$ cat config.mk
export PLATFORM = sky130hd
export DESIGN_NAME = rob_div
export DESIGN_NICKNAME = d
export VERILOG_FILES = /design/src/sv/rob_pkg.sv /design/src/sv/rob_div.sv
export SDC_FILE = /design/constraint.sdc
export NUM_CORES = 1
export LEC_CHECK = 0
export BUFFER_PORTS_ARGS = -buffer_cell sky130_fd_sc_hd__buf_2
export CAP_MARGIN = 20
export CORE_MARGIN = 2
export CORE_UTILIZATION = 45
export CTS_CLUSTER_SIZE = 20
export DETAILED_ROUTE_END_ITERATION = 7
export PLACE_DENSITY_LB_ADDON = 0.12
export REMOVE_ABC_BUFFERS = 1
export SLEW_MARGIN = 40
export SYNTH_ARGS = -nofsm -noshare
export SYNTH_HDL_FRONTEND = slang
export SYNTH_SLANG_ARGS = --single-unit
$ cat constraint.sdc
create_clock -name i_clk -period 3.82 [get_ports i_clk]
set_clock_uncertainty 0.1 [all_clocks]
set_input_delay 0.573 -clock i_clk [delete_from_list [all_inputs] [get_ports i_clk]]
set_output_delay 0.573 -clock i_clk [all_outputs]
set_load 0.01 [all_outputs]
$ cat src/sv/rob_pkg.sv
// ----------------------------------------------------------------------------
// rob_pkg: shared definitions for the rectangle overlap best-match core
// Field widths, operation codes, reset constants, sequencer states and the
// control bundle that the top level hands to the scoring unit.
// ----------------------------------------------------------------------------
package rob_pkg;

    localparam int TABLE_SLOTS_DEF = 16;
    localparam int COORD_BITS_DEF  = 12;

    localparam int FIELD_COORD_W = 12;
    localparam int SLOT_FIELD_W  = 4;
    localparam int THRESH_W      = 16;
    localparam int RATIO_OUT_W   = 17;
    localparam int Q_BITS        = 17;
    localparam int DIV_CNT_W     = 5;

    localparam logic [THRESH_W-1:0]    THRESH_RESET = 16'd22938;
    localparam logic [RATIO_OUT_W-1:0] Q16_ONE      = 17'd65536;

    localparam logic FUNC_WRITE = 1'b0;
    localparam logic FUNC_QUERY = 1'b1;

    typedef enum logic [2:0] {
        ST_IDLE,
        ST_GEO,
        ST_AREA,
        ST_XLO,
        ST_XHI,
        ST_CMP,
        ST_FIN,
        ST_DIV
    } t_state;

    typedef struct packed {
        logic init;
        logic geo;
        logic area;
        logic xlo;
        logic xhi;
        logic cmp;
    } t_score_ctrl;

endpackage

$ cat src/sv/rob_div.sv
// ----------------------------------------------------------------------------
// rob_div: iterative ratio divider
// Produces floor(num * 65536 / den) for num not above den by restoring
// long division, one quotient bit per cycle.
// ----------------------------------------------------------------------------
module rob_div #(
    parameter int RW = 26
) (
    input  logic                            i_clk,
    input  logic                            i_rst_n,
    input  logic                            i_start,
    input  logic [RW-1:0]                   i_num,
    input  logic [RW-1:0]                   i_den,
    output logic                            o_done,
    output logic [rob_pkg::RATIO_OUT_W-1:0] o_quot
);

    logic                            r_busy;
    logic                            r_done;
    logic [rob_pkg::DIV_CNT_W-1:0]   r_cnt;
    logic [RW:0]                     r_rem;
    logic [RW-1:0]                   r_den;
    logic [rob_pkg::Q_BITS-1:0]      r_quot;
    logic                            ge;
    logic [RW:0]                     diff;
    logic                            last;

    assign ge   = r_rem >= {1'b0, r_den};
    assign diff = ge ? (r_rem - {1'b0, r_den}) : r_rem;
    assign last = r_cnt == rob_pkg::DIV_CNT_W'(rob_pkg::Q_BITS - 1);

    always_ff @(posedge i_clk) begin
        if (!i_rst_n) begin
            r_busy <= 1'b0;
            r_done <= 1'b0;
            r_cnt  <= '0;
        end else begin
            r_done <= r_busy && last;
            if (i_start) begin
                r_busy <= 1'b1;
                r_cnt  <= '0;
            end else if (r_busy) begin
                r_cnt <= r_cnt + 1'b1;
                if (last) begin
                    r_busy <= 1'b0;
                end
            end
        end
    end

    always_ff @(posedge i_clk) begin
        if (i_start) begin
            r_rem  <= {1'b0, i_num};
            r_den  <= i_den;
            r_quot <= '0;
        end else if (r_busy) begin
            r_rem  <= {diff[RW-1:0], 1'b0};
            r_quot <= {r_quot[rob_pkg::Q_BITS-2:0], ge};
        end
    end

    assign o_done = r_done;
    assign o_quot = rob_pkg::RATIO_OUT_W'(r_quot);

endmodule

==> metrics.yaml <==
sta:
  rsz0062_at_grt: "no"
  fin_ws_ns: 0.4054
  slew_viol_final: 0
  final-hold-violation-count: 0
  setup_tns_ns: 0
  period_share: 0.8939
  relSlewSlack: 0.5243
  worst_slew_pin_slew_ns: 0.7136
  finalSetupViolCount: 0
  fin_crit_ns: 3.415
  fmax_mhz: 292.9
worst_setup_path:
  r2r_end: "r_rem[4]$_DFFE_PP_"
  r2r-start: "r_rem[2]$_DFFE_PP_"
  worstSetupPathType: "reg -> reg"
  r2r_cells: 10
  startpoint_type: "flip-flop"
  r2r_slack_ns: 0.41
  critical_path_required_ns: 3.85
  worstPathMaxFanout: 14
  crit_arrival_ns: 3.44
  end_kind: "flip-flop"
power_and_ir_drop:
  ir_drop_v: 0.0002902
  p_per_area_nw_per_um2: 687.5
  p_leak_nw: 2.281
clock_network:
  clock-sinks: 77
  clk_path_buf_depth: 2
  htreeDepth: 3
  cts_buffers: 9
  cts.reportedPaths.clkPinSlew_ns: 0.09
  cts-root-buf: "clkbuf_8"
  post_cts_resize_count: 0
  cts_hold_buf: 0
  postCtsSetupRepairBufs: 0
  cts_tree: "built"
  clock_latency_ns: 0.37
floorplan:
  die_area_sq_um: 10970
  fp.dieH_um: 104.7
  io-pin-count: 73
  initial_core_util: 0.4651
  num_rows: 36
  chipWidth_um: 104.7
  coreArea_sq_um: 9819
synth:
  synth_top_cell_area_share: 0.3419
  synth.distinct_cells: 64
  synth_largest_area_cell: "edfxtp_1"
  synthFlopType: "edfxtp_1"
  synthTopCellsByArea: "edfxtp_1, dfxtp_1, ha_1"
  synth_seq_cells: 77
  ys_seq_area_frac: 0.4515
  synthCells: 416
  synth.avg_cell_area_sq_um: 10.98
  synth-edff-count: 52
  yosys_warnings: 0
  synth_area_sq_um: 4567
  synthArstFlopShare: 0
place:
  portBuffers: 72
  place_area_sq_um: 5047
  dp_hpwl_um: 6495
  dp_slack_ns: 0.4264
  gp_congestion: 0.8584
final_layout:
  multi_input_area_sq_um: 2273
  final-seq-area_sq_um: 2062
  antenna_cells: 0
  drive_above_1_share: 0.2520
  n_fill_cell: 956
  syn_to_final_growth_pct: 15.10
  final_core_util: 0.5353
  nets: 567
  final_area_sq_um: 5256
detailed_routing:
  wl_per_cell_um: 14.80
  dr.pass1.iters: 4
  viasPerCell: 5.290
  totalWireLength_um: 9188
  drcViolationCount: 0
  final_antenna_net_count: 0
  num_vias: 3285
  initialDrtViolationCount: 122
job:
  cap_viol_max_count: 0
hold_path:
  hp-class: "in -> reg"
  holdPathEnd: "r_den[6]$_DFFE_PP_"
  holdPathStages: 1
  min_from: "i_den[6]"
global_route:
  grt_pass1_wl_um: 15330
  antenna_found_initial: 0
  grt_pass1_vias: 3294
  overflow: 0
  track_usage: 0.1739
  grt_max_degree: 58
status:
  status: "finished clean"
==> sequential cells by signal, summed over array words and instances, names as in the netlist <==
| register | count |
|---|---|
| r_rem | 27 |
| r_cnt | 5 |
| r_busy | 1 |
| r_den | 26 |
| o_done | 1 |
| o_quot | 17 |
==> how the worst max path moves through the flow <==
stage | from | endpoint | slack, ns | cells after the start
5_1_grt | r_rem[5]$_DFFE_PP_ | r_rem[4]$_DFFE_PP_ | 0.13 | 10
2_1_floorplan | r_rem[22]$_DFFE_PP_ | r_rem[15]$_DFFE_PP_ | 0.16 | 7
3_5_place_dp | r_rem[2]$_DFFE_PP_ | r_rem[4]$_DFFE_PP_ | 0.43 | 10
6_report | r_rem[2]$_DFFE_PP_ | r_rem[4]$_DFFE_PP_ | 0.41 | 10
3_3_place_gp | r_rem[2]$_DFFE_PP_ | r_rem[4]$_DFFE_PP_ | 0.56 | 10
4_1_cts | r_den[1]$_DFFE_PP_ | r_rem[4]$_DFFE_PP_ | 0.39 | 11
==> Yosys cell counts, types with 4 or more instances <==
cell,number
nor2b_1,5
nand4_1,7
clkbuf_1,8
and3_1,5
nor3_1,6
nand2_1,11
a31oi_1,4
xnor2_1,15
dfxtp_1,25
mux2_2,20
nor2_1,34
a21o_1,10
inv_1,38
o21ai_0,12
xor2_1,9
o31a_1,4
nor3b_1,4
mux2_1,10
nand3_1,4
ha_1,28
mux2i_1,24
o21a_1,4
buf_1,5
buf_2,5
a21oi_1,12
edfxtp_1,52
a221o_1,5
==> metal layers <==
layer	GRT usage	part of all wire	vias to the layer above
li1	-	-	1653
met1	0.2179	0.47	1536
met2	0.2727	0.45	79
met3	0.05490	0.056	17
met4	0.08190	0.025	0
met5	0	0	-
==> critical path, stage by stage (launching register included) <==
cell	delay [ns]
edfxtp_1	0.40
ha_1	0.39
o21a_1	0.13
o31a_1	0.19
o21ai_2	0.13
o41ai_2	0.62
a21oi_2	0.14
a31oi_2	0.18
buf_4	0.27
mux2_1	0.36
mux2_2	0.26
==> stage by stage <==
| step | power [mW] | hold WS [ns] | std cells |
|---|---|---|---|
| CTS | 3.638 | 0.2457 | 621 |
| floorplan | 2.570 | 0.3794 | 396 |
| detailed placement | 2.973 | 0.3904 | 605 |
| global route | 3.881 | 0.2413 | 621 |
| finish | 3.614 | 0.2694 | 621 |
| global placement | 2.947 | 0.3763 | 605 |
==> placed cells by master, fill, tap and decap left out, drive strengths merged, types with 2 or more instances in the layout <==
cell / netlist / routed
mux2i: 24 / 24
nand4: 7 / 7
a21oi: 13 / 13
a221o: 5 / 5
and3: 5 / 5
or2: 2 / 2
nand2: 11 / 11
xnor2: 15 / 15
o31a: 4 / 4
ha: 28 / 28
xor2: 9 / 9
dfxtp: 25 / 25
a31oi: 6 / 6
o41ai: 3 / 3
and2: 2 / 2
o21ai: 13 / 13
a41oi: 2 / 2
mux2: 30 / 30
edfxtp: 52 / 52
buf: 12 / 76
a21o: 10 / 10
nor2: 34 / 34
nor2b: 6 / 6
inv: 38 / 42
nand3: 4 / 4
nor3b: 4 / 4
or4: 2 / 2
clkbuf: 8 / 11
a211oi: 2 / 2
o22ai: 2 / 2
or3: 2 / 2
o21bai: 3 / 3
nand2b: 2 / 2
nor3: 6 / 6
o21a: 4 / 4
==> power breakdown <==
group / switching, mW / leakage, nW / internal (mW)
combinational: 0.950 / 1.45 / 0.860
sequential: 0.0738 / 0.719 / 1.08
clock: 0.339 / 0.108 / 0.306
total: 1.36 / 2.28 / 2.25
==> area by class of cell <==
class | count | area share
Clock buffer | 11 | 0.03095
Clock inverter | 5 | 0.008807
Inverter | 38 | 0.02714
Multi-Input combinational cell | 281 | 0.4325
Sequential cell | 77 | 0.3923
Tap cell | 133 | 0.03166
Timing Repair Buffer | 76 | 0.07665
==> kinds of logic (layout without fill, tap and decap cells) <==
| kind of cell | Yosys count | after routing | synth area share |
|---|---|---|---|
| buffers and inverters | 58 | 130 | 0.05068 |
| adder cells (fa/ha/maj) | 29 | 29 | 0.08110 |
| XOR/XNOR | 24 | 24 | 0.04603 |
| flip-flops | 77 | 77 | 0.4515 |
| multiplexers | 54 | 54 | 0.1266 |
| AO/OA/AOI/OAI | 80 | 80 | 0.1359 |
| AND/OR/NAND/NOR | 94 | 94 | 0.1082 |
Note: power is estimated with default switching activity, not from simulation.
