[src/sv/rob_pkg.sv]
// ----------------------------------------------------------------------------
// rob_pkg: shared definitions for the rectangle overlap best-match core
// Field widths, operation codes, reset constants, sequencer states and the
// control bundle that the top level hands to the scoring unit.
// ----------------------------------------------------------------------------
package rob_pkg;

    localparam int TABLE_SLOTS_DEF = 16;
    localparam int COORD_BITS_DEF  = 12;

    localparam int FIELD_COORD_W = 12;
    localparam int SLOT_FIELD_W  = 4;
    localparam int THRESH_W      = 16;
    localparam int RATIO_OUT_W   = 17;
    localparam int Q_BITS        = 17;
    localparam int DIV_CNT_W     = 5;

    localparam logic [THRESH_W-1:0]    THRESH_RESET = 16'd22938;
    localparam logic [RATIO_OUT_W-1:0] Q16_ONE      = 17'd65536;

    localparam logic FUNC_WRITE = 1'b0;
    localparam logic FUNC_QUERY = 1'b1;

    typedef enum logic [2:0] {
        ST_IDLE,
        ST_GEO,
        ST_AREA,
        ST_XLO,
        ST_XHI,
        ST_CMP,
        ST_FIN,
        ST_DIV
    } t_state;

    typedef struct packed {
        logic init;
        logic geo;
        logic area;
        logic xlo;
        logic xhi;
        logic cmp;
    } t_score_ctrl;

endpackage

[src/sv/rob_score.sv]
// ----------------------------------------------------------------------------
// rob_score: shared overlap scoring unit
// Computes intersection and bounding-box areas for the slot at the head of
// the ring, compares the ratio exactly against the best so far by
// cross-multiplication in split partial products, and keeps the best match.
// ----------------------------------------------------------------------------
module rob_score #(
    parameter int COORD_BITS = rob_pkg::COORD_BITS_DEF,
    parameter int SLOT_W     = 4,
    localparam int EW        = COORD_BITS + 1,
    localparam int AW        = 2 * EW,
    localparam int RW        = (AW > rob_pkg::RATIO_OUT_W) ? AW : rob_pkg::RATIO_OUT_W,
    localparam int HW        = (RW + 1) / 2
) (
    input  logic                          i_clk,
    input  logic                          i_rst_n,
    input  rob_pkg::t_score_ctrl          i_ctrl,
    input  logic [rob_pkg::THRESH_W-1:0]  i_thr,
    input  logic [4*COORD_BITS-1:0]       i_query,
    input  logic [4*COORD_BITS:0]         i_slot_data,
    input  logic [SLOT_W-1:0]             i_cand_idx,
    output logic                          o_found,
    output logic [SLOT_W-1:0]             o_best_slot,
    output logic [RW-1:0]                 o_best_num,
    output logic [RW-1:0]                 o_best_den
);

    logic [COORD_BITS-1:0] qx, qy, qw, qh, sx, sy, sw, sh;
    logic                  s_valid;
    logic [EW-1:0]         qx1, qy1, sx1, sy1;
    logic [COORD_BITS-1:0] ix0, iy0, bx0, by0;
    logic [EW-1:0]         ix1, iy1, bx1, by1;
    logic                  ok;

    logic                  r_ok;
    logic [EW-1:0]         r_iw, r_ih, r_bw, r_bh;
    logic [SLOT_W-1:0]     r_cand;
    logic [AW-1:0]         inter_p, bbox_p;
    logic [RW-1:0]         r_inter, r_bbox;
    logic [HW+RW-1:0]      r_pa_lo, r_pc_lo;
    logic [2*RW-HW-1:0]    r_pa_hi, r_pc_hi;
    logic [2*RW-1:0]       pa, pc;
    logic                  r_found;
    logic [SLOT_W-1:0]     r_best_slot;
    logic [RW-1:0]         r_best_num, r_best_den;

    assign qx = i_query[4*COORD_BITS-1 -: COORD_BITS];
    assign qy = i_query[3*COORD_BITS-1 -: COORD_BITS];
    assign qw = i_query[2*COORD_BITS-1 -: COORD_BITS];
    assign qh = i_query[COORD_BITS-1:0];
    assign s_valid = i_slot_data[4*COORD_BITS];
    assign sx = i_slot_data[4*COORD_BITS-1 -: COORD_BITS];
    assign sy = i_slot_data[3*COORD_BITS-1 -: COORD_BITS];
    assign sw = i_slot_data[2*COORD_BITS-1 -: COORD_BITS];
    assign sh = i_slot_data[COORD_BITS-1:0];

    assign qx1 = {1'b0, qx} + {1'b0, qw};
    assign qy1 = {1'b0, qy} + {1'b0, qh};
    assign sx1 = {1'b0, sx} + {1'b0, sw};
    assign sy1 = {1'b0, sy} + {1'b0, sh};

    assign ix0 = (qx > sx) ? qx : sx;
    assign iy0 = (qy > sy) ? qy : sy;
    assign ix1 = (qx1 < sx1) ? qx1 : sx1;
    assign iy1 = (qy1 < sy1) ? qy1 : sy1;
    assign bx0 = (qx < sx) ? qx : sx;
    assign by0 = (qy < sy) ? qy : sy;
    assign bx1 = (qx1 > sx1) ? qx1 : sx1;
    assign by1 = (qy1 > sy1) ? qy1 : sy1;

    assign ok = s_valid && (qw != '0) && (qh != '0) && (sw != '0) && (sh != '0)
             && (ix1 > {1'b0, ix0}) && (iy1 > {1'b0, iy0});

    always_ff @(posedge i_clk) begin
        if (i_ctrl.geo) begin
            r_ok   <= ok;
            r_iw   <= ix1 - {1'b0, ix0};
            r_ih   <= iy1 - {1'b0, iy0};
            r_bw   <= bx1 - {1'b0, bx0};
            r_bh   <= by1 - {1'b0, by0};
            r_cand <= i_cand_idx;
        end
    end

    assign inter_p = r_iw * r_ih;
    assign bbox_p  = r_bw * r_bh;

    always_ff @(posedge i_clk) begin
        if (i_ctrl.area) begin
            r_inter <= RW'(inter_p);
            r_bbox  <= RW'(bbox_p);
        end
    end

    always_ff @(posedge i_clk) begin
        if (i_ctrl.xlo) begin
            r_pa_lo <= r_inter[HW-1:0] * r_best_den;
            r_pc_lo <= r_best_num[HW-1:0] * r_bbox;
        end
        if (i_ctrl.xhi) begin
            r_pa_hi <= r_inter[RW-1:HW] * r_best_den;
            r_pc_hi <= r_best_num[RW-1:HW] * r_bbox;
        end
    end

    assign pa = (2*RW)'(r_pa_lo) + ((2*RW)'(r_pa_hi) << HW);
    assign pc = (2*RW)'(r_pc_lo) + ((2*RW)'(r_pc_hi) << HW);

    always_ff @(posedge i_clk) begin
        if (!i_rst_n) begin
            r_found <= 1'b0;
        end else if (i_ctrl.init) begin
            r_found <= 1'b0;
        end else if (i_ctrl.cmp && r_ok && (pa > pc)) begin
            r_found <= 1'b1;
        end
    end

    always_ff @(posedge i_clk) begin
        if (i_ctrl.init) begin
            r_best_num  <= RW'(i_thr);
            r_best_den  <= RW'(rob_pkg::Q16_ONE);
            r_best_slot <= '0;
        end else if (i_ctrl.cmp && r_ok && (pa > pc)) begin
            r_best_num  <= r_inter;
            r_best_den  <= r_bbox;
            r_best_slot <= r_cand;
        end
    end

    assign o_found     = r_found;
    assign o_best_slot = r_best_slot;
    assign o_best_num  = r_best_num;
    assign o_best_den  = r_best_den;

endmodule

[config.mk]
export PLATFORM = sky130hd
export DESIGN_NAME = rob_score
export DESIGN_NICKNAME = d
export VERILOG_FILES = /design/src/sv/rob_pkg.sv /design/src/sv/rob_score.sv
export SDC_FILE = /design/constraint.sdc
export NUM_CORES = 2
export LEC_CHECK = 0
export ABC_AREA = 0
export BUFFER_PORTS_ARGS = -buffer_cell sky130_fd_sc_hd__buf_2
export CAP_MARGIN = 20
export CORE_MARGIN = 2
export CORE_UTILIZATION = 65
export DETAILED_ROUTE_END_ITERATION = 10
export PLACE_DENSITY_LB_ADDON = 0.15
export SLEW_MARGIN = 20
export SYNTH_ARGS = -nofsm -noshare
export SYNTH_HDL_FRONTEND = slang
export SYNTH_SLANG_ARGS = --single-unit
[constraint.sdc]
create_clock -name i_clk -period 9.88 [get_ports i_clk]
set_input_delay 0.988 -clock i_clk [delete_from_list [all_inputs] [get_ports i_clk]]
set_output_delay 0.988 -clock i_clk [all_outputs]
set_load 0.05 [all_outputs]
==> metrics <==
status=finished clean; post-DP HPWL=161000 um; Worst EP arrival=7.69 ns; P&R area growth vs syn=5.26%; largest net degree at the start of global routing=74; register area share after synthesis=12.6%; IO buf count=181; Iter 0 DRT Violations=around 4300; layout net count=10249; width of the die=roughly 340 um; Critical Path Max Stage Delay=~0.48 ns; Tcrit/Tclk final=74.2%; min-delay worst type=register to register; final slew viol count=0; vias in the first global route=59995; final wirelength=206000 um; endpoints failing setup=0; Fin. Hold Viols=0; commonest cells after routing, fill and taps aside=inv_1, fa_1, nand2_1, ha_1, and2_1; post-layout min period=7.33 ns; Crit path max-delay family=compound AO/OA/AOI/OAI gates; initial antenna violation count=28; Initial Utilization=between 60% and 70%; core box area=112000 sq um; die footprint=roughly 120000 sq um; GR Util met3=around 7.7%; Worst-Margin Slew=1.22 ns; via density per instance=just under 6; # IOs=approximately 180; Post-CTS Hold Fix Bufs=0; Rows=roughly 120; H-Tree Depth=2; dpl ws=approximately 1.9 ns; fraction of registers with async set/reset=0%; Syn Inst Count=slightly above 8000; Worst-path clk slew=approximately 0.05 ns; worst-path fanout max=22; max_slew headroom=about 18%; EDFF count, synth=around 280; Die Y=~340 um; post-synth cell types=between 80 and 90; worst skew pair latency=0.64 ns; commonest non-fill, non-tap cell in the layout=inv_1; drt drc=0; Max Freq=approximately 0.14 GHz; Pre-antenna DRT Iters=6; CTS Buf Count=between 40 and 50; final core utilization=68.8%; grt met2 use=61.3%; worst setup path class=input pin to register; first-pass GRT wire length=~330000 um; Total GRT Usage=36.7%; clk buf depth=3; worst clock skew=0.0292 ns; Setup Fix Bufs, Post-CTS=0; FF+latch count, synth=322; met1 usage=46.5%; CP bufs+invs=4; fin worst setup slack=roughly 2.5 ns; Fin Setup TNS=0 ns; CP dominant cell by count=a21oi_1; post_cts resized=0; RSZ-0062 raised after global routing=no; Max-Cap Viols=0; Syn Nets=~10000; Hold WS=approximately 0.48 ns; total grt overflow=0; Avg Cell Area, Syn=slightly above 9 sq um; GR peak layer=met2; CP required=~10 ns; DR WL/cell=about 21 um; RD Place Congestion=just under 1; CP endpoint kind=register; DR vias=between 50000 and 60000; Final ANT Viol Nets=0; Syn. warnings=0; slowest CP cell=a21o_1; CTS tree=yes; type of origin of the critical path=input pin; Top FF cell, synth=edfxtp_1; Clock Root Buffer=clkbuf_16; synthesized area=between 70000 and 80000 sq um; CTS Sinks=between 300 and 400; share of layout cells above drive strength 1=about 5.5%
[sequential cells by signal (all words and copies together), names as in the netlist]
name         flops
o_best_den      26
o_best_num      26
o_best_slot      4
o_found          1
r_bbox          26
r_bh            13
r_bw            13
r_cand           4
r_ih            13
r_inter         26
r_iw            13
r_ok             1
r_pa_hi         39
r_pa_lo         39
r_pc_hi         39
r_pc_lo         39
[kinds of logic (layout without fill, tap and decap cells)]
family	after synthesis	in the layout	share of synthesized area, %
AND/OR/NAND/NOR	2406	2406	15.6
other	0	5	0
buffers and inverters	1985	2023	10.2
adder cells (fa/ha/maj)	2036	2036	48.1
XOR/XNOR	318	318	3.80
flip-flops	322	322	12.6
multiplexers	128	128	1.82
AO/OA/AOI/OAI	889	889	7.81
[cells in the mapped netlist (6+ instances only)]
master       n  area [sq um]
and2_1     688          4300
nand4_1     51           319
a21oi_1    303          1520
buf_2        9          45.0
a221oi_1     6          52.6
a211oi_1    30           225
o31ai_1      6          45.0
dfxtp_1     41           821
and3_1      26           163
ha_1       728          9110
nand3_1     60           300
nand2_1   1182          4440
inv_1     1649          6190
o21ai_0    141           706
or2_2       10          62.6
nor3_1      42           210
xor2_1      85           744
mux2i_1     84           841
nor2_1     221           830
or3_1       17           106
fa_1      1308         26200
o211ai_1    23           173
nand2b_1    34           213
o21a_1      36           270
nor2b_1     48           300
mux2_2      44           495
xnor2_1    233          2040
o31a_1       7          61.3
a41oi_1     12           105
o21ai_1     10          50.1
edfxtp_1   281          8440
clkbuf_1   323          1210
a31o_2       7          61.3
a21o_1     173          1300
a31oi_1     28           175
nor4_1      16           100
o21bai_1    40           300
a21boi_0     8          60.1
[tightest hold or removal path: cells and delay by family (launching register included)]
family | cells | cell delay, ns
flops | 1 | 0.32
simple gates | 1 | 0.07
mux | 1 | 0.06
[final cells by class]
| class | instances | area (sq um) |
|---|---|---|
| Clock buffer | 55 | 1210 |
| Timing Repair Buffer | 294 | 1770 |
| Antenna cell | 5 | 12.5 |
| Clock inverter | 25 | 248 |
| Inverter | 1649 | 6190 |
| Sequential cell | 322 | 9260 |
| Fill cell | 8973 | 35000 |
| Tap cell | 1500 | 1880 |
| Multi-Input combinational cell | 5777 | 56600 |
[per-layer routing]
layer	share of wire, %	up-vias
li1	-	25005
met1	38	28070
met2	47	2613
met3	9.5	639
met4	4.9	24
met5	0.071	-
[metrics by stage]
step / instances / instance area [sq um]
2_1_floorplan: 8084 / 73300
3_3_place_gp: 9541 / 75700
4_1_cts: 9621 / 77100
6_report: 9627 / 77200
3_5_place_dp: 9541 / 75700
5_1_grt: 9622 / 77200
[worst paths after layout]
check,start,to,slack [ns],cells past startpoint
setup / recovery,i_slot_data[24],r_bh[12]$_DFFE_PP_,2.55,34
hold / removal,r_cand[0]$_DFFE_PP_,o_best_slot[0]$_SDFFE_PP0P_,0.48,2
setup reg to reg,r_inter[2]$_DFFE_PP_,r_pa_lo[28]$_DFFE_PP_,2.68,20
hold reg to reg,r_cand[0]$_DFFE_PP_,o_best_slot[0]$_SDFFE_PP0P_,0.48,2
Power is not shown: default switching activity piles up to over one toggle a cycle in this logic, so the estimate is an artifact.
