===== src/sv/rob_cell.sv =====
// ----------------------------------------------------------------------------
// rob_cell: one table slot in the rotating slot ring
// Holds a valid mark and a rectangle. Loads from the write port or takes the
// contents of its neighbor when the ring shifts.
// ----------------------------------------------------------------------------
module rob_cell #(
    parameter int DATA_W = 49
) (
    input  logic              i_clk,
    input  logic              i_rst_n,
    input  logic              i_load,
    input  logic              i_shift,
    input  logic [DATA_W-1:0] i_load_data,
    input  logic [DATA_W-1:0] i_next_data,
    output logic [DATA_W-1:0] o_data
);

    logic              r_valid;
    logic [DATA_W-2:0] r_rect;

    always_ff @(posedge i_clk) begin
        if (!i_rst_n) begin
            r_valid <= 1'b0;
        end else if (i_load) begin
            r_valid <= i_load_data[DATA_W-1];
        end else if (i_shift) begin
            r_valid <= i_next_data[DATA_W-1];
        end
    end

    always_ff @(posedge i_clk) begin
        if (i_load) begin
            r_rect <= i_load_data[DATA_W-2:0];
        end else if (i_shift) begin
            r_rect <= i_next_data[DATA_W-2:0];
        end
    end

    assign o_data = {r_valid, r_rect};

endmodule


===== config.mk =====
export PLATFORM = sky130hd
export DESIGN_NAME = rob_cell
export DESIGN_NICKNAME = d
export VERILOG_FILES = /design/src/sv/rob_cell.sv
export SDC_FILE = /design/constraint.sdc
export NUM_CORES = 1
export LEC_CHECK = 0
export BUFFER_PORTS_ARGS = -buffer_cell sky130_fd_sc_hd__buf_2
export CORE_MARGIN = 4
export CORE_UTILIZATION = 45
export CTS_CLUSTER_SIZE = 28
export DETAILED_ROUTE_END_ITERATION = 16
export GPL_TIMING_DRIVEN = 0
export PLACE_DENSITY = 0.85
export SLEW_MARGIN = 10
export SYNTH_ARGS = -nofsm -noshare
export SYNTH_HDL_FRONTEND = slang
export SYNTH_SLANG_ARGS = --single-unit

===== constraint.sdc =====
create_clock -name i_clk -period 2.65 [get_ports i_clk]
set_input_delay 0.6625 -clock i_clk [delete_from_list [all_inputs] [get_ports i_clk]]
set_output_delay 0.6625 -clock i_clk [all_outputs]
set_load 0.05 [all_outputs]

==> metrics.md, run 1 <==
| Metric | Value |
|---|---|
| Status | complete, no violations |
| DR vias | 1,506 |
| Peak supply drop | 0.302 mV |
| Final Hold Vio Count | 0 |
| CTS Buffer Depth | 2 |
| Congestion Overflow GR | 0 |
| Share of power burned in the clock network | 0.203 |
| Die X | 80.0 um |
| Worst hold path depth | 2 |
| Critical path's top delay family | simple AND/OR/NAND/NOR gates |
| FF-to-FF Start | r_valid$_SDFFE_PN0P_ |
| Worst Hold Launch | i_rst_n |
| Filler instances | 357 |
| CP required | 2.56 ns |
| Clk Latency, worst-skew pair | 0.29 ns |
| Hold-fix buffers, CTS | 0 |
| Mapped cell area | 0.00233 mm^2 |
| Synth Register Bits | 49 |
| Htree depth | 2 |
| Slew margin rel. | 0.267 |
| Finish-stage setup viols | 0 |
| Ys async rst share | 0 |
| Top post-synthesis cells by count | edfxtp_1, mux2_4, buf_12 |
| Final WL | 5400 um |
| CP Max Fanout | 48 |
| Vias per inst | 4.54 |
| Hold endpoint | r_valid$_SDFFE_PN0P_ |
| Worst path slowest cell | or2_2 |
| Drt pass-1 iters | 4 |
| Reg power frac | 0.485 |
| # rows | 25 |
| FF-to-FF End | r_valid$_SDFFE_PN0P_ |
| Reg-to-reg setup timing slack | 1.77 ns |
| Reg2reg path depth | 2 |
| Worst slew pin tran | 1.10 ns |
| Clock Sinks | 49 |
| CP peak stage delay | 0.84 ns |
| Post-CTS sizing | 0 |
| Sequential area share after synthesis | 0.626 |
| IO Pins | 151 |
| Initial Util | 0.478 |
| Share of the synthesized area in the top cell type | 0.617 |
| Ant. Diodes | 0 |
| CP Launch Type | primary input |
| Tcrit/Tclk final | 0.733 |
| Setup Buffers After CTS | 0 |
| Vias in the first global route | 1,533 |
| Post-route ant nets | 0 |
| Die Y | 80.0 um |
| Hold WC Path Type | in2reg |
| Avg WL per Cell | 16.3 um |
| Setup CP Type | in2reg |
| Cell area after layout | 0.00324 mm^2 |
| Pin count of the biggest net entering global routing | 49 |
| Net Sw Power | 644 uW |
| Cell depth of the worst setup path | 3 |
| P_int | 1.35 mW |
| Sequence of cells on the critical path | buf_6, buf_12, or2_2 |
| Post-synth EDFFs | 48 |
| Layout cells sized above 1 | 0.796 |
| Syn nets | 210 |
| DIE AREA | 0.00640 mm^2 |
| Syn Area/Cell | 21.6 um^2 |
| Clk slew on worst S/H paths | 0.09 ns |
| Antenna violations before repair | 0 |
| Max Cap Viol | 0 |
| Core ar. | 0.00488 mm^2 |
| Clock Skews | 0 ns |
| Largest area contributor in the netlist | edfxtp_1 |
| Total of warnings raised by yosys | 0 |
| RSZ-0062 raised after global routing | no |
| Final Slew Violations | 0 |
| CP bufs+invs | 2 |
| DP HPWL | 4290 um |
| Port Buffers | 149 |
| Cells after synthesis | 108 |
| DRC violations left | 0 |
| Pwr/cell area | 613 mW/mm^2 |
| Logic gate share of total power | 0.312 |
| All-layer global routing usage | 0.160 |
| Leak | 1.60 nW |
| Prevailing post-synth register cell | edfxtp_1 |
| Element type at the critical path end | register |
| Placed cell areas | 0.00316 mm^2 |
| Setup TNS | 0 ns |
| Nets | 366 |
| Cells taking the most area after synthesis | edfxtp_1, mux2_4, buf_12 |
| Final critical-path required period | 1.94 ns |
| Net Sw Frac | 0.323 |
| Critical path arrival | 1.85 ns |
| Layout area overhead | 39.0% |
| Clock root cell | clkbuf_8 |
| CP startpoint | i_load |
| First-pass GRT wire length | 7600 um |
| DRT iter0 DRCs | 63 |
| CTS Buf Count | 5 |
| Gpl congestion | 0.779 |
| CTS tree | yes |
| Netlist cell types | 10 |
| Fmax achieved | 0.515 GHz |
-- cell type report --
cell class / instances / area (um^2) / share of cell area
Clock buffer: 8 / 80.1 / 0.0247
Timing Repair Buffer: 149 / 746 / 0.230
Buffer: 7 / 119 / 0.0366
Tap cell: 67 / 83.8 / 0.0258
Sequential cell: 49 / 1460 / 0.450
Multi-Input combinational cell: 52 / 754 / 0.233
-- cell families (layout without fill, tap and decap cells) --
kind of cell / count (synthesis) / in the layout / share of synthesized area
buffers and inverters: 7 / 164 / 0.0509
flip-flops: 49 / 49 / 0.626
multiplexers: 49 / 49 / 0.314
AND/OR/NAND/NOR: 2 / 2 / 0.00536
AO/OA/AOI/OAI: 1 / 1 / 0.00429
-- cell usage in the layout, fill, tap and decap left out --
cell type	n
nand2b_1	1
or2_2	1
buf_6	1
buf_12	5
buf_4	1
dfxtp_1	1
buf_2	149
edfxtp_1	48
mux2_4	48
mux2_2	1
clkbuf_1	3
clkbuf_8	5
o211a_1	1
-- layer usage --
layer	up-vias	share of wire	global-route usage
met5	-	0	0
met4	0	0.010	0.0456
met3	6	0.10	0.0440
met2	92	0.54	0.310
met1	679	0.35	0.166
li1	729	-	-
-- worst max path at each step --
stage | slack [ns] | endpoint
after floorplan | 0.67 | r_rect[0]$_DFFE_PP_
after global placement | 0.41 | r_rect[1]$_DFFE_PP_
after detailed placement | 0.37 | r_rect[1]$_DFFE_PP_
after CTS | 0.68 | r_rect[45]$_DFFE_PP_
after global routing | 0.59 | r_rect[21]$_DFFE_PP_
final | 0.71 | r_rect[24]$_DFFE_PP_
-- power groups by stage --
stage | clock [mW] | combinational [mW] | sequential [mW]
floorplan | 0 | 0.148 | 1.29
global placement | 0 | 0.615 | 0.980
detailed placement | 0 | 0.624 | 0.984
CTS | 0.420 | 0.626 | 0.967
global route | 0.455 | 0.646 | 0.973
finish | 0.404 | 0.621 | 0.966
-- stage by stage --
stage          std cells   util  power (mW)  hold slack [ns]  setup slack, ns
6_report             332  0.665        1.99            0.599            0.708
5_1_grt              332  0.665        2.07            0.600            0.594
4_1_cts              332  0.665        2.01            0.591            0.682
3_5_place_dp         324  0.648        1.61            0.624            0.372
3_3_place_gp         324  0.648        1.60            0.591            0.412
2_1_floorplan        108      -        1.43            0.579            0.667
-- state kept, by name, summed over array words and instances, names as in the netlist --
| register | cells |
|---|---|
| r_rect | 48 |
| r_valid | 1 |
No activity file was read; power rests on OpenSTA's default activity.
==> inputs of run 2 (changes only) <==
--- a/config.mk
+++ b/config.mk
@@ -5,13 +5,14 @@
 export SDC_FILE = /design/constraint.sdc
 export NUM_CORES = 1
 export LEC_CHECK = 0
+export ABC_AREA = 1
 export BUFFER_PORTS_ARGS = -buffer_cell sky130_fd_sc_hd__buf_2
 export CORE_MARGIN = 4
-export CORE_UTILIZATION = 45
+export CORE_UTILIZATION = 41
 export CTS_CLUSTER_SIZE = 28
 export DETAILED_ROUTE_END_ITERATION = 16
 export GPL_TIMING_DRIVEN = 0
-export PLACE_DENSITY = 0.85
+export PLACE_DENSITY = 0.8
 export SLEW_MARGIN = 10
 export SYNTH_ARGS = -nofsm -noshare
 export SYNTH_HDL_FRONTEND = slang
==> constraint.sdc (replaced) <==
create_clock -name i_clk -period 2 [get_ports i_clk]
set_input_delay 0.5 -clock i_clk [delete_from_list [all_inputs] [get_ports i_clk]]
set_output_delay 0.5 -clock i_clk [all_outputs]
set_load 0.05 [all_outputs]
==> run 2 against run 1 <==
  * Wire length down 0.67%
  * Register-to-register slack worse by 0.40 ns
  * Synthesized cell count increased by 98%
  * Cell count increased by 32%
  * Global-route usage rose by 0.64 points
  * Count of clock-buffer cells in the layout shrank 3
  * Clock power rose by 42%
  * Sequential cell count is the same
  * Largest cell class unchanged
  * Largest power group unchanged
==> metrics.md, run 2 <==
| Metric | Value |
|---|---|
| Tcrit/Tclk final | 0.754 |
| Netlist cell types | 10 (unchanged) |
| Setup Buffers After CTS | 0 (unchanged) |
| CTS Buffer Depth | 2 (unchanged) |
| Share of power burned in the clock network | 0.221 (+0.018) |
| Dpl ws | 0.406 ns (+0.0343 ns) |
| Ant. Diodes | 0 (unchanged) |
| Fmax achieved | 0.663 GHz |
| Max Cap Viol | 0 (unchanged) |
| Hold-fix buffers, CTS | 0 (unchanged) |
| Top post-synthesis cells by count | nand2_1, edfxtp_1, buf_2 |
| Final Slew Violations | 0 (unchanged) |
| Hold WC Path Type | in2reg |
| Clock Sinks | 49 (unchanged) |
| Most common cell after layout, fill and taps aside | buf_2 |
| Largest registers | r_rect: 48 flops, r_valid: 1 flops |
| Worst path slowest cell | dfxtp_1 |
| Final WL | 5360 um (-0.67%) |
| Pwr/cell area | 848 mW/mm^2 (+38%) |
| Leak | 1.65 nW (+3.3%) |
| CP required | 1.50 ns (-1.06 ns) |
| Gpl congestion | 0.851 (+9.2%) |
| Total of warnings raised by yosys | 0 (unchanged) |
| Avg WL per Cell | 12.2 um (-25%) |
| Initial Util | 0.436 (-0.0423) |
| Final worst slack | 0.493 ns (-0.215 ns) |
| Die X | 80.1 um (about the same) |
| CP bufs+invs | 2 (unchanged) |
| Largest register FFs | 48 (unchanged) |
| Final Total Pwr | 2.60 mW (+31%) |
| Synth Register Bits | 49 (unchanged) |
| Cells after DPL | 431 (+33%) |
| Syn nets | 316 (+50%) |
| Placed cell areas | 0.00298 mm^2 (-5.9%) |
| Post-route ant nets | 0 (unchanged) |
| Peak supply drop | 0.377 mV (+25%) |
| Net Sw Frac | 0.349 (+0.0260) |
| Final instance count without filler cells | 439 (+32%) |
| Logic gate share of total power | 0.288 (-0.024) |
| RSZ-0062 raised after global routing | no |
| Prevailing post-synth register cell | edfxtp_1 |
| Layout cells sized above 1 | 0.462 (-0.334) |
| Htree depth | 2 (unchanged) |
| Post-synth EDFFs | 48 (unchanged) |
| Critical path arrival | 1.01 ns (-0.84 ns) |
| Share of the synthesized area in the top cell type | 0.677 (+0.0599) |
| Final Hold Vio Count | 0 (unchanged) |
| Congestion Overflow GR | 0 (unchanged) |
| DRC violations left | 0 (unchanged) |
| All-layer global routing usage | 0.167 (+0.00640) |
| Die Y | 80.1 um (about the same) |
| Net Sw Power | 910 uW (+41%) |
| Clock Skews | 0 ns (unchanged) |
| Status | complete, no violations |
| Nets | 473 (+29%) |
| DP HPWL | 4240 um (-1.1%) |
| IO Pins | 151 (unchanged) |
| Vias per inst | 4.35 (-4.0%) |
| Syn Area/Cell | 9.95 um^2 (-54%) |
| CP peak stage delay | 0.35 ns (-0.49 ns) |
| Cells taking the most area after synthesis | edfxtp_1, nand2_1, buf_6 |
| CTS tree | yes |
| Ys async rst share | 0 (unchanged) |
| DRT iter0 DRCs | 51 (-19%) |
| Final critical-path required period | 1.51 ns |
| Critical path's top delay family | buffers and inverters |
| Clock root cell | clkbuf_8 |
| Sequence of cells on the critical path | buf_4, buf_2 |
| Slew margin rel. | 0.714 (+0.447) |
| Sequential area share after synthesis | 0.687 (+0.0607) |
| Clk slew on worst S/H paths | 0.09 ns (about the same) |
| Cells after synthesis | 214 (+98%) |
| DIE AREA | 0.00641 mm^2 (about the same) |
| Layout area overhead | 44.2% |
| Vias in the first global route | 1,756 (+15%) |
| Core ar. | 0.00488 mm^2 (unchanged) |
| Element type at the critical path end | output pin |
| # rows | 25 (unchanged) |
| Mapped cell area | 0.00213 mm^2 (-8.8%) |
| First-pass GRT wire length | 8100 um (+6.6%) |
| Pin count of the biggest net entering global routing | 31 (-37%) |
| Drt pass-1 iters | 4 (unchanged) |
| Post-CTS sizing | 0 (unchanged) |
| Largest area contributor in the netlist | edfxtp_1 |
| Setup CP Type | reg2out |
| Clk Latency, worst-skew pair | 0.30 ns (about the same) |
| Most frequent cells in the layout | buf_2, nand2_1, edfxtp_1 |
| CTS Buf Count | 5 (unchanged) |
| Port Buffers | 149 (unchanged) |
| DR vias | 1,911 (+27%) |
| Reg power frac | 0.491 (+0.006) |
| Most common cell in the netlist | nand2_1 |
| CP Launch Type | register |
| P_int | 1.69 mW (+26%) |
| Finish-stage setup viols | 0 (unchanged) |
| CP Max Fanout | 2 (-96%) |
| Cell area after layout | 0.00307 mm^2 (-5.4%) |
| Antenna violations before repair | 0 (unchanged) |
| Worst slew pin tran | 0.429 ns (-0.671 ns) |
| Largest Register | r_rect |
==> run 2: final timing paths <==
check | startpoint | end | slack [ns] | depth (start not counted)
worst max register to register | r_valid$_SDFFE_PN0P_ | r_valid$_SDFFE_PN0P_ | 1.37 | 4
worst max-delay path | r_valid$_SDFFE_PN0P_ | o_data[48] | 0.49 | 2
worst min-delay path | i_rst_n | r_valid$_SDFFE_PN0P_ | 0.39 | 3
worst min register to register | r_valid$_SDFFE_PN0P_ | r_valid$_SDFFE_PN0P_ | 0.57 | 4
==> run 2: kinds of logic after synthesis <==
kind of cell	share of synthesized area
buffers and inverters	0.0476
DFF	0.687
and+or+nand+nor	0.266
==> run 2: stage by stage <==
step / util / setup TNS (ns) / hold slack [ns]
4_1_cts: 0.629 / 0 / 0.382
6_report: 0.629 / 0 / 0.387
5_1_grt: 0.629 / 0 / 0.396
2_1_floorplan: - / 0 / 0.507
3_5_place_dp: 0.610 / 0 / 0.561
3_3_place_gp: 0.606 / -16.42 / 0.532
==> run 2: layout make-up <==
type | instances | area, um^2
Timing Repair Buffer | 150 | 766
Clock buffer | 5 | 68.8
Buffer | 12 | 90.1
Tap cell | 67 | 83.8
Multi-Input combinational cell | 150 | 566
Sequential cell | 49 | 1460
Fill cell | 427 | 1810
Clock inverter | 3 | 22.5
Inverter | 3 | 11.3
==> run 2: routing by layer <==
| layer | track usage | wire length [um] | vias to the layer above |
|---|---|---|---|
| met3 | 0.0415 | 514 | 8 |
| met1 | 0.180 | 1920 | 818 |
| met2 | 0.310 | 2830 | 93 |
| met5 | 0 | 0 | - |
| met4 | 0.0608 | 99 | 0 |
| li1 | - | - | 992 |
==> run 2: power groups by stage <==
stage                     Sequential [mW]  Combinational (mW)  Clock [mW]
after global placement               1.30               0.745           0
after detailed placement             1.30               0.758           0
final                                1.28               0.751       0.575
after CTS                            1.28               0.759       0.592
after floorplan                      1.71               0.123           0
after global routing                 1.29               0.800       0.632
==> run 2: worst reg2reg max path, stage by stage (launching register included) <==
cell and delay [ns]:
dfxtp_1 0.33, nand2_1 0.06, nand3_1 0.06, nand2_1 0.06, inv_1 0.03
==> inputs of run 3 (changes only) <==
--- a/config.mk
+++ b/config.mk
@@ -8,11 +8,11 @@
 export ABC_AREA = 1
 export BUFFER_PORTS_ARGS = -buffer_cell sky130_fd_sc_hd__buf_2
 export CORE_MARGIN = 4
-export CORE_UTILIZATION = 41
+export CORE_UTILIZATION = 37
 export CTS_CLUSTER_SIZE = 28
 export DETAILED_ROUTE_END_ITERATION = 16
 export GPL_TIMING_DRIVEN = 0
-export PLACE_DENSITY = 0.8
+export PLACE_DENSITY = 0.76
 export SLEW_MARGIN = 10
 export SYNTH_ARGS = -nofsm -noshare
 export SYNTH_HDL_FRONTEND = slang
==> constraint.sdc (replaced) <==
create_clock -name i_clk -period 1.33 [get_ports i_clk]
set_input_delay 0.3325 -clock i_clk [delete_from_list [all_inputs] [get_ports i_clk]]
set_output_delay 0.3325 -clock i_clk [all_outputs]
set_load 0.05 [all_outputs]
==> run 3 against run 2 <==
  * Power grew 64%
  * Critical endpoint unchanged
  * Utilization shrank 6.5 points
  * Count of clock-buffer cells in the layout did not move
  * Critical path type unchanged
  * First-iteration DRC count shrank 16%
  * Largest power group unchanged
  * Sequential power rose by 50%
  * Largest cell class unchanged
  * Register-to-register slack got worse by 0.65 ns
==> metrics.md, run 3 (synthesized netlist as in run 2, its figures left out) <==
| Metric | Value |
|---|---|
| Status | complete, no violations |
| Pin count of the biggest net entering global routing | 25 (-19%) |
| Antenna violations before repair | 0 (unchanged) |
| Worst path slowest cell | dfxtp_1 |
| Post-route ant nets | 0 (unchanged) |
| Critical path's top delay family | flip-flops |
| Die Y | 83.8 um (+4.7%) |
| CP peak stage delay | 0.34 ns (about the same) |
| Die X | 83.8 um (+4.7%) |
| Largest Register | r_rect |
| Pwr/cell area | 1360 mW/mm^2 (+61%) |
| Vias in the first global route | 1,872 (+6.6%) |
| Reg-to-reg setup timing slack | 0.72 ns (-0.65 ns) |
| Final instance count without filler cells | 444 (+1.1%) |
| Final WL | 5230 um (-2.5%) |
| Vias per inst | 4.31 (-1.1%) |
| GR Util met3 | 0.0444 (+0.00294) |
| Largest register FFs | 48 (unchanged) |
| Congestion Overflow GR | 0 (unchanged) |
| Setup CP Type | reg2out |
| RSZ-0062 raised after global routing | no |
| Finish-stage setup viols | 0 (unchanged) |
| CP Max Fanout | 2 (unchanged) |
| CTS Buf Count | 5 (unchanged) |
| Element type at the critical path end | output pin |
| IO Pins | 151 (unchanged) |
| Placed cell areas | 0.00298 mm^2 (about the same) |
| Met2 track demand over resource | 0.275 (-0.0349) |
| # rows | 27 (+8.0%) |
| Most common cell after layout, fill and taps aside | buf_2 |
| CP required | 1.00 ns (-0.50 ns) |
| Most frequent cells in the layout | buf_2, nand2_1, edfxtp_1 |
| Max Cap Viol | 0 (unchanged) |
| Hold-fix buffers, CTS | 0 (unchanged) |
| Met1 Use GR | 0.158 (-0.0226) |
| First-pass GRT wire length | 8420 um (+3.9%) |
| Clk Latency, worst-skew pair | 0.29 ns (about the same) |
| DRT iter0 DRCs | 43 (-16%) |
| Gpl congestion | 0.832 (-2.2%) |
| CP bufs+invs | 2 (unchanged) |
| Setup TNS | 0 ns (unchanged) |
| DRC violations left | 0 (unchanged) |
| Worst slew pin tran | 0.532 ns (+0.103 ns) |
| Clk slew on worst S/H paths | 0.09 ns (about the same) |
| DIE AREA | 0.00703 mm^2 (+9.7%) |
| Clock Sinks | 49 (unchanged) |
| Dpl ws | -0.663 ns (-1.07 ns) |
| Hold_ws | 0.211 ns (-0.177 ns) |
| Peak supply drop | 0.564 mV (+50%) |
| Initial Util | 0.384 (-0.0520) |
| CTS tree | yes |
| Avg WL per Cell | 11.8 um (-3.6%) |
| Final worst slack | 0.0818 ns (-0.411 ns) |
| Final Slew Violations | 0 (unchanged) |
| Final Total Pwr | 4.26 mW (+64%) |
| Final critical-path required period | 1.25 ns |
| Tcrit/Tclk final | 0.938 |
| Ant. Diodes | 0 (unchanged) |
| Leak | 1.67 nW (+1.3%) |
| Layout area overhead | 46.7% |
| Slew margin rel. | 0.645 (-0.0690) |
| Drt pass-1 iters | 4 (unchanged) |
| Cell area after layout | 0.00312 mm^2 (+1.8%) |
| Layout cells sized above 1 | 0.465 (+0.00269) |
| Cell repeated most along the worst path | buf_4 |
| Clock root cell | clkbuf_8 |
| Hold WC Path Type | in2reg |
| Cells after DPL | 435 (+0.93%) |
| Htree depth | 2 (unchanged) |
| CTS Buffer Depth | 2 (unchanged) |
| Largest registers | r_rect: 48 flops, r_valid: 1 flops |
| Fin util | 0.564 (-0.0653) |
| Core ar. | 0.00554 mm^2 (+14%) |
| Port Buffers | 149 (unchanged) |
| Fmax achieved | 0.801 GHz |
| DP HPWL | 4110 um (-3.2%) |
| Final Hold Vio Count | 0 (unchanged) |
| Nets | 473 (unchanged) |
| CP Launch Type | register |
| All-layer global routing usage | 0.150 (-0.0163) |
| Critical path arrival | 0.92 ns (-0.09 ns) |
| Sequence of cells on the critical path | buf_4, buf_4 |
| Most Used Layer, Global Route | met2 |
| Clock Skews | 0 ns (unchanged) |
| DR vias | 1,912 (+0.052%) |
[run 3: routing by layer]
layer  vias up  share of wire
met5         -              0
met4         0          0.030
met3        15          0.088
met2        89           0.51
met1       818           0.37
li1        990              -
[run 3: path summary, 6_finish.rpt]
path | cells after the start | to | from
max | 2 | o_data[48] | r_valid$_SDFFE_PN0P_
max reg2reg | 4 | r_valid$_SDFFE_PN0P_ | r_valid$_SDFFE_PN0P_
min reg2reg | 4 | r_valid$_SDFFE_PN0P_ | r_valid$_SDFFE_PN0P_
min | 3 | r_valid$_SDFFE_PN0P_ | i_rst_n
[run 3: worst min-delay path: cells and delay by family]
kind	cells	cell delay [ns]
buffers and inverters	2	0.11
and+or+nand+nor	1	0.04
[run 3: cell type report]
type	instances	area, um^2
clock buffers	5	68.8
well taps	72	90.1
plain buffers	12	93.8
inverters	3	15.0
fillers	499	2420
clock inverters	3	65.1
repair inverters	1	7.51
multi-input cells	150	573
flip-flops and latches	49	1460
repair buffers	149	748
[run 3: power by group]
group          internal, mW  switching [mW]
combinational         0.290           0.835
clock                 0.746           0.469
sequential             1.89          0.0350
total                  2.92            1.34
[run 3: what timing repair did]
item	in CTS	in global routing
setup buffers	0	0
gates resized for setup	1	2
cloned	1	0
pin swaps	0	1
setup endpoints to repair	48	24
